[src/design/slt_pkg.sv]
// ---------------------------------------------------------------------------
// slt_pkg
// Shared types and constants for the sector range lock table.
// ---------------------------------------------------------------------------
`default_nettype none

package slt_pkg;

    localparam int LOCK_ENTRIES = 8;
    localparam int IDX_W        = (LOCK_ENTRIES > 1) ? $clog2(LOCK_ENTRIES) : 1;

    localparam logic OP_LOCK   = 1'b0;
    localparam logic OP_UNLOCK = 1'b1;

    localparam logic [1:0] STATUS_GRANTED  = 2'd0;
    localparam logic [1:0] STATUS_CONFLICT = 2'd1;
    localparam logic [1:0] STATUS_FULL     = 2'd2;
    localparam logic [1:0] STATUS_UNLOCK   = 2'd3;

    typedef struct packed {
        logic        operation;
        logic [31:0] start_sector;
        logic [15:0] sector_count;
        logic        read_only;
    } slt_req_t;

    typedef struct packed {
        logic       accepted;
        logic [1:0] status;
    } slt_rsp_t;

    typedef struct packed {
        logic overlap;
        logic match;
    } slt_cmp_t;

endpackage

`default_nettype wire

[src/design/slt_cmp_unit.sv]
// ---------------------------------------------------------------------------
// slt_cmp_unit
// Range compare unit shared across the table scan: half-open overlap test
// with 33-bit ends, and exact start/count match.
// ---------------------------------------------------------------------------
`default_nettype none

module slt_cmp_unit (
    input  wire logic [31:0]       entry_start,
    input  wire logic [15:0]       entry_count,
    input  wire logic [31:0]       req_start,
    input  wire logic [15:0]       req_count,
    output slt_pkg::slt_cmp_t      cmp
);
    import slt_pkg::*;

    logic [32:0] entry_hi;
    logic [32:0] req_hi;

    assign entry_hi = {1'b0, entry_start} + {17'd0, entry_count};
    assign req_hi   = {1'b0, req_start} + {17'd0, req_count};

    assign cmp.overlap = ({1'b0, entry_start} < req_hi) && ({1'b0, req_start} < entry_hi);
    assign cmp.match   = (entry_start == req_start) && (entry_count == req_count);

endmodule

`default_nettype wire

[src/design/sector_range_lock_table.sv]
// ---------------------------------------------------------------------------
// sector_range_lock_table
// Timing: the scan visits one table entry per cycle and stops early on a
// conflict or an unlock match; done is a registered pulse after the last
// entry visited. A lock that is granted or full always scans all
// LOCK_ENTRIES entries. The next word is taken in the done cycle.
// Reset clears all entries to free; done cannot be held off by the receiver.
// ---------------------------------------------------------------------------
`default_nettype none

module sector_range_lock_table (
    input  wire logic              clk,
    input  wire logic              rst_n,
    input  wire logic              start,
    input  wire slt_pkg::slt_req_t request,
    output logic                   busy,
    output logic                   done,
    output slt_pkg::slt_rsp_t      result
);
    import slt_pkg::*;

    typedef enum logic {
        S_IDLE,
        S_SCAN
    } state_t;

    localparam logic [IDX_W-1:0] LAST_IDX = IDX_W'(LOCK_ENTRIES - 1);

    state_t           state_reg, state_next;
    slt_req_t         req_reg, req_next;
    logic [IDX_W-1:0] idx_reg, idx_next;
    logic             have_free_reg, have_free_next;
    logic [IDX_W-1:0] free_idx_reg, free_idx_next;
    logic             done_reg, done_next;
    slt_rsp_t         rsp_reg, rsp_next;

    logic [LOCK_ENTRIES-1:0] valid_reg;
    logic [31:0]             start_mem [LOCK_ENTRIES];
    logic [15:0]             count_mem [LOCK_ENTRIES];
    logic                    ro_mem    [LOCK_ENTRIES];

    logic             ent_valid;
    logic             ent_ro;
    slt_cmp_t         cmp;
    logic             wr_en;
    logic             clr_en;
    logic [IDX_W-1:0] wr_idx;

    assign ent_valid = valid_reg[idx_reg];
    assign ent_ro    = ro_mem[idx_reg];

    slt_cmp_unit u_cmp (
        .entry_start (start_mem[idx_reg]),
        .entry_count (count_mem[idx_reg]),
        .req_start   (req_reg.start_sector),
        .req_count   (req_reg.sector_count),
        .cmp         (cmp)
    );

    always_comb
    begin
        logic             last;
        logic             free_now;
        logic [IDX_W-1:0] free_idx_now;

        state_next     = state_reg;
        req_next       = req_reg;
        idx_next       = idx_reg;
        have_free_next = have_free_reg;
        free_idx_next  = free_idx_reg;
        done_next      = 1'b0;
        rsp_next       = rsp_reg;
        wr_en          = 1'b0;
        clr_en         = 1'b0;

        last         = (idx_reg == LAST_IDX);
        free_now     = have_free_reg | ~ent_valid;
        free_idx_now = have_free_reg ? free_idx_reg : idx_reg;
        wr_idx       = free_idx_now;

        case (state_reg)
            S_IDLE:
            begin
                if (start)
                begin
                    req_next       = request;
                    idx_next       = '0;
                    have_free_next = 1'b0;
                    state_next     = S_SCAN;
                end
            end
            S_SCAN:
            begin
                if (req_reg.operation == OP_UNLOCK)
                begin
                    if (ent_valid && cmp.match)
                    begin
                        clr_en = 1'b1;
                    end
                    if ((ent_valid && cmp.match) || last)
                    begin
                        done_next       = 1'b1;
                        rsp_next.accepted = 1'b1;
                        rsp_next.status = STATUS_UNLOCK;
                        state_next      = S_IDLE;
                    end
                    else
                    begin
                        idx_next = idx_reg + 1'b1;
                    end
                end
                else if (ent_valid && cmp.overlap && !(req_reg.read_only && ent_ro))
                begin
                    done_next         = 1'b1;
                    rsp_next.accepted = 1'b0;
                    rsp_next.status   = STATUS_CONFLICT;
                    state_next        = S_IDLE;
                end
                else if (last)
                begin
                    done_next  = 1'b1;
                    state_next = S_IDLE;
                    if (free_now)
                    begin
                        wr_en             = 1'b1;
                        rsp_next.accepted = 1'b1;
                        rsp_next.status   = STATUS_GRANTED;
                    end
                    else
                    begin
                        rsp_next.accepted = 1'b0;
                        rsp_next.status   = STATUS_FULL;
                    end
                end
                else
                begin
                    have_free_next = free_now;
                    free_idx_next  = free_idx_now;
                    idx_next       = idx_reg + 1'b1;
                end
            end
            default:
            begin
                state_next = S_IDLE;
            end
        endcase
    end

    always_ff @(posedge clk or negedge rst_n)
    begin
        if (!rst_n)
        begin
            state_reg     <= S_IDLE;
            idx_reg       <= '0;
            have_free_reg <= 1'b0;
            free_idx_reg  <= '0;
            done_reg      <= 1'b0;
        end
        else
        begin
            state_reg     <= state_next;
            idx_reg       <= idx_next;
            have_free_reg <= have_free_next;
            free_idx_reg  <= free_idx_next;
            done_reg      <= done_next;
        end
    end

    always_ff @(posedge clk)
    begin
        req_reg <= req_next;
        rsp_reg <= rsp_next;
    end

    always_ff @(posedge clk or negedge rst_n)
    begin
        if (!rst_n)
        begin
            valid_reg <= '0;
        end
        else if (wr_en)
        begin
            valid_reg[wr_idx] <= 1'b1;
        end
        else if (clr_en)
        begin
            valid_reg[idx_reg] <= 1'b0;
        end
    end

    always_ff @(posedge clk)
    begin
        if (wr_en)
        begin
            start_mem[wr_idx] <= req_reg.start_sector;
            count_mem[wr_idx] <= req_reg.sector_count;
            ro_mem[wr_idx]    <= req_reg.read_only;
        end
    end

    assign busy   = (state_reg != S_IDLE);
    assign done   = done_reg;
    assign result = rsp_reg;

endmodule

`default_nettype wire

[config.mk]
export PLATFORM = sky130hd
export DESIGN_NAME = sector_range_lock_table
export DESIGN_NICKNAME = d
export VERILOG_FILES = /design/src/design/slt_pkg.sv /design/src/design/slt_cmp_unit.sv /design/src/design/sector_range_lock_table.sv
export SDC_FILE = /design/constraint.sdc
export NUM_CORES = 1
export LEC_CHECK = 0
export ABC_AREA = 0
export BUFFER_PORTS_ARGS = -buffer_cell sky130_fd_sc_hd__buf_2
export CORE_MARGIN = 10
export CORE_UTILIZATION = 50
export CTS_CLUSTER_SIZE = 25
export DETAILED_ROUTE_END_ITERATION = 16
export HOLD_SLACK_MARGIN = 0.03
export PLACE_DENSITY = 0.69
export SYNTH_ARGS = -nofsm -noshare
export SYNTH_HDL_FRONTEND = slang
export SYNTH_SLANG_ARGS = --single-unit
[constraint.sdc]
create_clock -name clk -period 14.88 [get_ports clk]
set_input_delay 1.488 -clock clk [delete_from_list [all_inputs] [get_ports clk]]
set_output_delay 1.488 -clock clk [all_outputs]
set_load 0.01 [all_outputs]
### After elaboration in Yosys (flattened, before gate mapping)

Memory sizes are Yosys's and may differ from the RTL's.
Cells that the tools add are included.

| storage, ports and cells | value |
|---|---|
| flip-flop bits (word level) | 70 |
| memory bits (writable) | 392 |
| output and inout port bits | 5 |
| memories | 3 |

Memories:

| memory | words | bits a word | read ports | clocked after Yosys merged registers in | wr ports | RTL line | source |
|---|---|---|---|---|---|---|---|
| start_mem | 8 | 32 | 1 | 0 | 1 | sector_range_lock_table.sv:38 | `logic [31:0] start_mem [LOCK_ENTRIES];` |
| count_mem | 8 | 16 | 1 | 0 | 1 | sector_range_lock_table.sv:39 | `logic [15:0] count_mem [LOCK_ENTRIES];` |
| ro_mem | 8 | 1 | 1 | 0 | 1 | sector_range_lock_table.sv:40 | `logic ro_mem [LOCK_ENTRIES];` |

| operators by class | value |
|---|---|
| add/sub/neg operators | 3 |
| magnitude comparators | 6 |
| equal/unequal tests | 11 |
| muxes and demuxes | 46 |
| bitwise gates (word level) | 9 |
| reduce and logical (&&, ||, !) cells | 17 |

Operators with widths:

| cell | count |
|---|---|
| adder 32 x 16 -> 33 bit | 2 |
| less-than comparator 32 x 33 -> 1 bit | 2 |
| two-way mux 3 bit | 11 |
| == test 32 bit | 1 |
| two-way mux 1 bit | 27 |
| == test 16 bit | 1 |
| two-way mux 8 bit | 2 |
| AND reduction 4 bit | 3 |
| inequality test 3 bit, second input constant | 3 |
| bitwise AND 8 bit | 1 |
| logical AND 1 bit | 8 |
| less-than comparator 3 x 4 -> 1 bit, second input constant | 2 |
| inequality test 2 bit, second input constant | 4 |
| inverter 8 bit | 1 |
| bitwise OR 8 bit | 1 |
| demux 1 bit (select 3 bit) | 2 |
| >= comparator 3 x 1 -> 1 bit, second input constant | 2 |
| one-hot mux 3 bit (2 select lines) | 1 |
| inverter 1 bit | 5 |
| one-hot mux 1 bit (2 select lines) | 2 |
| adder 3 x 1 -> 3 bit, second input constant | 1 |
| binary-select mux 1 bit (select 3 bit) | 1 |
| == test 3 bit, second input constant | 1 |
| AND reduction 3 bit | 1 |
| other kinds (7) | 7 |

### Depth between registers and ports, before layout

| logic depth | value |
|---|---|
| depth in word-level cells | 11 |
| depth in mapped cells | 30 |
| gate-level depth less buffers | 24 |

### Cells and area by module

A second synthesis with hierarchy kept.

| unflattened totals | value |
|---|---|
| cells, all modules | 1366 |
| area, all modules | 20383.3 µm² |

Modules (own cells, without submodules):

| module | times used | cells an instance | area an instance (µm²) | sequential area each (µm²) |
|---|---|---|---|---|
| sector_range_lock_table | 1 | 841 | 16354.4 | 13788.2 |
| slt_cmp_unit | 1 | 525 | 4028.9 | 0.0 |

### Worst setup path before layout

Ideal clock, no wire load.

| timing path | value |
|---|---|
| path kind | register to register |
| from | register idx_reg[1] |
| to | memory count_mem[2][0], enable pin |
| setup time | 0.516 ns |
| arrival | 8.725 ns |
| data required time | 14.364 ns |
| path slack | 5.639 ns |
| cell stages (with the launch flop) | 28 |
| buffers on the path | 4 |
| path through | dfrtp_1 buf_6 buf_12 buf_12 inv_2 buf_1 a221oi_1 o21ai_0 ha_1 a21o_1 a21oi_1 o21ai_0 a41oi_1 o21ai_0 a211oi_1 nor2_1 and3_1 xnor2_1 ha_1 nand3_1 nor3_1 a2111oi_0 o21ai_0 a31oi_1 a21oi_1 a21o_1 nand2_1 nor3_1 |

| on the way | value |
|---|---|
| cells in the longest elaborated chain, start to end | 11 |
| elaborated cells on any way between the ends | 24 |

Ends and longest elaborated chain:

| what | RTL line | source |
|---|---|---|
| start, declared | sector_range_lock_table.sv:31 | `logic [IDX_W-1:0] idx_reg, idx_next;` |
| start signal, assigned | sector_range_lock_table.sv:162 | `idx_reg <= idx_next;` |
| memory (8 x 32 bit) (tied with other cells) | -- |  |
| adder 32 x 16 -> 33 bit / two-way mux 1 bit (equally long branches) | slt_cmp_unit.sv:20, sector_range_lock_table.sv:49 |  |
| less-than comparator 32 x 33 -> 1 bit / inverter 1 bit (equally long branches) | slt_cmp_unit.sv:23, sector_range_lock_table.sv:77 |  |
| logical AND 1 bit / bitwise OR 1 bit (equally long branches) | slt_cmp_unit.sv:23, sector_range_lock_table.sv:77 |  |
| logical AND 1 bit / two-way mux 1 bit (equally long branches) | sector_range_lock_table.sv:112, sector_range_lock_table.sv:123 |  |
| logical AND 1 bit / two-way mux 1 bit (equally long branches) | sector_range_lock_table.sv:112, sector_range_lock_table.sv:119 |  |
| two-way mux 1 bit | sector_range_lock_table.sv:112 | `else if (ent_valid && cmp.overlap && !(req_reg.read_only && ent_ro))` |
| two-way mux 1 bit | sector_range_lock_table.sv:94 | `if (req_reg.operation == OP_UNLOCK)` |
| two-way mux 1 bit | sector_range_lock_table.sv:81 | `case (state_reg)` |
| two-way mux 1 bit | sector_range_lock_table.sv:193 | `if (wr_en)` |
| two-way mux 1 bit (implied by the code) | sector_range_lock_table.sv:196 | `count_mem[wr_idx] <= req_reg.sector_count;` |
| end, declared | sector_range_lock_table.sv:39 |  |

Several ways; a longest one is shown, not always the timed one. The select of a mux whose other input is x is not followed.

### Worst setup path in the final report

| timing path | value |
|---|---|
| from | register idx_reg[1] |
| to | memory count_mem[3][1], enable pin |

The elaborated chain is that of the path after synthesis.

==> results.rst <==
.. list-table::
   :header-rows: 1

   * - Metric
     - Value
   * - Share of the synthesized netlist area taken by xor and xnor gates
     - 0.0409
   * - Count of unique library cells instantiated by Yosys
     - 77
   * - Result of the run
     - finished, final reports clean
   * - Count of hold-fix buffers inserted at cts
     - 0
   * - Yosys warning total
     - 0
   * - CTS tree
     - done
   * - CTS Buf Count
     - 48
   * - Share of power burned in combinational logic
     - 0.467
   * - Clock slew seen by the registers of the worst setup and hold paths
     - 0.06 ns
   * - Initial Utilization
     - 0.504
   * - # Max-Cap Violations
     - 0
   * - Kind of critical path
     - reg2reg
   * - EDFF count, synth
     - 445
   * - Htree depth
     - 2
   * - Worst r2r path cells
     - 24
   * - Sum of negative setup slack
     - 0 ns
   * - Number of antenna violations at the first check in global routing
     - 0
   * - Most common flop cell mapped by yosys
     - edfxtp_1
   * - Number of setup buffers added after CTS
     - 0
   * - Minimum hold slack
     - 0.509 ns
   * - Number of nets in the layout
     - 1655
   * - Critical Path Start Type
     - register
   * - Die Outline Area
     - 0.0520 sq mm
   * - Worst hold-check path type
     - reg2reg
   * - Top library cells by usage in the layout, fill and taps aside
     - edfxtp_1, ha_1, nand2_1, mux2i_1, buf_2
   * - Ratio of cells with drive above 1 in the final layout
     - 0.167
   * - Internal power consumption
     - 3280 uW
   * - First DRT Iteration DRCs
     - 1185
   * - Wirelength per Cell
     - 25.8 microns
   * - Power density over the cells
     - 224 mW/mm^2
   * - Async S/R FF share, synth
     - 0.0368
   * - Max reg flops
     - 256
   * - # DRC
     - 0
   * - Main area contributors after synthesis
     - edfxtp_1, ha_1, mux4_2
   * - Placeable core region
     - 0.0430 sq mm
   * - Critical path data arrival time
     - 9.30 ns
   * - Setup repair after global routing missed its margin
     - no
   * - Sequential cell area fraction in the yosys report
     - 0.637
   * - Maximum clock skew at final layout
     - 0.0156 ns
   * - Max-slew violation count
     - 0
   * - Adder-cell share of the synthesized area
     - 0.0573
   * - Compound-cell area share of the yosys netlist
     - 0.0811
   * - Clock Root Buffer
     - clkbuf_16
   * - Most common cell after layout, fill and taps aside
     - edfxtp_1
   * - Time the final worst path needs with I/O delays and setup
     - 9.10 ns
   * - Post-Place Cell Area
     - 0.0226 sq mm
   * - Detailed Route WL
     - 54800 microns
   * - Placer's final routability congestion estimate
     - 0.973
   * - Via Count
     - 12800
   * - Post-Synth Simple-Gate Area
     - 0.0656
   * - Setup-violating endpoint count in the final report
     - 0
   * - Area grow syn2layout
     - 11.8%
   * - Width of the die
     - 228 microns
   * - Least-Margin Pin Slew
     - 0.933 ns
   * - Worst IR Drop VDD
     - 0.133 mV
   * - Cells after Synth
     - 1420
   * - Boundary pin count
     - 58
   * - Area fraction of the dominant cell type after synthesis
     - 0.617
   * - Largest net degree at the start of global routing
     - 59
   * - Number of global-route vias before repair
     - 13000
   * - TritonCTS Sinks
     - 462
   * - Area leader, netlist
     - edfxtp_1
   * - Aggregate global-route resource usage
     - 0.207
   * - Number of flip-flops and latches in the synthesized netlist
     - 462
   * - Detailed placement HPWL
     - 36500 microns
   * - Remaining antenna violation count after routing
     - 0
   * - Fraction of the core area covered by cells at the end of the flow
     - 0.563
   * - Worst Setup Slack post-DPL
     - 5.85 ns
   * - Share of power burned in registers
     - 0.309
   * - Average cell area after synthesis
     - 15.2 sq um
   * - Chip height
     - 228 microns
   * - Min setup slack post-route
     - 5.78 ns
   * - I/O Buffers
     - 57
   * - Sw Ratio
     - 0.395
   * - Vias per std cell
     - 6.04
   * - Summed area of non-filler cells in the final layout
     - 0.0242 sq mm
   * - Count of TritonRoute iterations in the first routing pass
     - 5
   * - Number of antenna repair diodes
     - 0
   * - Tcrit/Tclk final
     - 0.611
   * - Combined area of all synthesized cells
     - 0.0217 sq mm
   * - Syn Nets
     - 1571
   * - Multiplexer share of the synthesized area
     - 0.0974
   * - Number of failing hold endpoints at the final stage
     - 0
   * - Worst slew slack as a fraction of its limit
     - 0.376
   * - Rows
     - 76
   * - Net switching power
     - 2150 uW
   * - Clock power frac
     - 0.224
   * - Number of inserted filler cells in the final layout
     - 3490
   * - Capturing element type of the critical path
     - register
   * - Combinational family with the most area after synthesis
     - multiplexers
   * - Wire length of the first global-routing pass
     - 82300 microns
   * - Leak
     - 0.00847 uW
   * - Max Freq
     - 0.110 GHz
   * - Number of cells upsized or downsized after cts
     - 0
   * - Clk_lat worst skew
     - 0.58 ns
   * - Worst-path maximum fanout
     - 56
   * - Cell depth of the worst min-delay path
     - 1
   * - Required @ worst endpoint
     - 15.08 ns
   * - Gr ovfl total
     - 0
   * - Clock Tree Buf Depth
     - 3
==> per-layer routing <==
layer,global-route usage,vias up,part of all wire
met2,0.348,438,0.49
met4,0.0552,0,0.023
met3,0.0354,81,0.059
met1,0.275,6524,0.42
met5,0,-,0
li1,-,5796,-
==> final timing paths <==
path,start,endpoint,slack [ns]
worst max-delay path,idx_reg[1],count_mem[3][1],5.78
worst min-delay path,free_idx_reg[0],free_idx_reg[0],0.51
worst max register to register,idx_reg[1],count_mem[3][1],5.78
worst min register to register,free_idx_reg[0],free_idx_reg[0],0.51
max in group asynchronous,rst_n,idx_reg[2],13.69
min in group asynchronous,rst_n,done,0.86
==> power by group through the flow <==
stage | Combinational, uW | Clock [uW] | Sequential (uW)
floorplan | 1880 | 0 | 1610
detailed placement | 2490 | 0 | 1700
finish | 2540 | 1220 | 1680
global route | 2770 | 1290 | 1690
global placement | 2470 | 0 | 1700
CTS | 2510 | 1240 | 1680
==> synthesized netlist by cell type, types with 4 or more instances <==
cell type  count
nor4_1         9
nand3_1       25
o22ai_1       12
dfrtp_1       17
and3_1        10
a21oi_1       56
and2_1         9
a22oi_1       13
buf_4         10
a221oi_1      20
a31oi_1       17
xor2_1        47
o211ai_1       5
o21a_1        12
clkbuf_1       7
a22o_1         4
nand4_1       22
o21bai_1       4
or2_2          5
a21o_1        20
nor2b_1       15
nor2_1        36
a211oi_1      11
mux2_2        22
ha_1          96
nand2b_1      13
nand2_1       89
mux4_2        51
mux2i_1       61
and3b_1        4
nor3_1        22
o21ai_0       34
o31ai_1        4
a221o_1        5
edfxtp_1     445
or3_1          4
inv_1         37
xnor2_1       54
o2bb2ai_1      5
buf_2         24
==> through the flow <==
stage,cells,total power [uW]
floorplan,1420,3490
global placement,2039,4170
detailed placement,2039,4200
CTS,2127,5430
global route,2127,5760
finish,2127,5430
==> area by class of cell <==
type                            instances  area [sq um]  area share
Clock inverter                         29           334      0.0138
Timing Repair Buffer                   84           488      0.0202
Inverter                               38           143     0.00589
Tap cell                              585           732      0.0302
Clock buffer                           59          1260      0.0522
Sequential cell                       462         13800       0.570
Multi-Input combinational cell        870          7440       0.308
==> kinds of logic (layout without fill, tap and decap cells) <==
family                     after synthesis  after routing
muxes                                  140            140
adders and majority gates               98             98
buffers and inverters                   88            210
and+or+nand+nor                        279            279
AOI/OAI and AO/OA                      252            252
xor gates and xnor gates               101            101
DFF                                    462            462
==> worst max-delay path, cell delays in order (launching register included) <==
cell and delay (ns):
dfrtp_4 0.94, buf_4 0.81, inv_2 0.51, a221oi_1 0.33, o21ai_0 0.29, ha_1 0.39, a21o_1 0.18, a21oi_1 0.28
o21ai_0 0.20, a41oi_1 0.33, o21ai_0 0.30, a211oi_1 0.59, nor2_1 0.24, and3_1 0.21, xnor2_1 0.12, ha_1 0.29
nand3_1 0.09, nor3_1 0.34, a2111oi_0 0.16, o21ai_0 0.11, a31oi_1 0.07, a21oi_1 0.16, a21o_1 0.46, and3_2 0.62
buf_4 0.62
(Power assumes the default switching activity.)
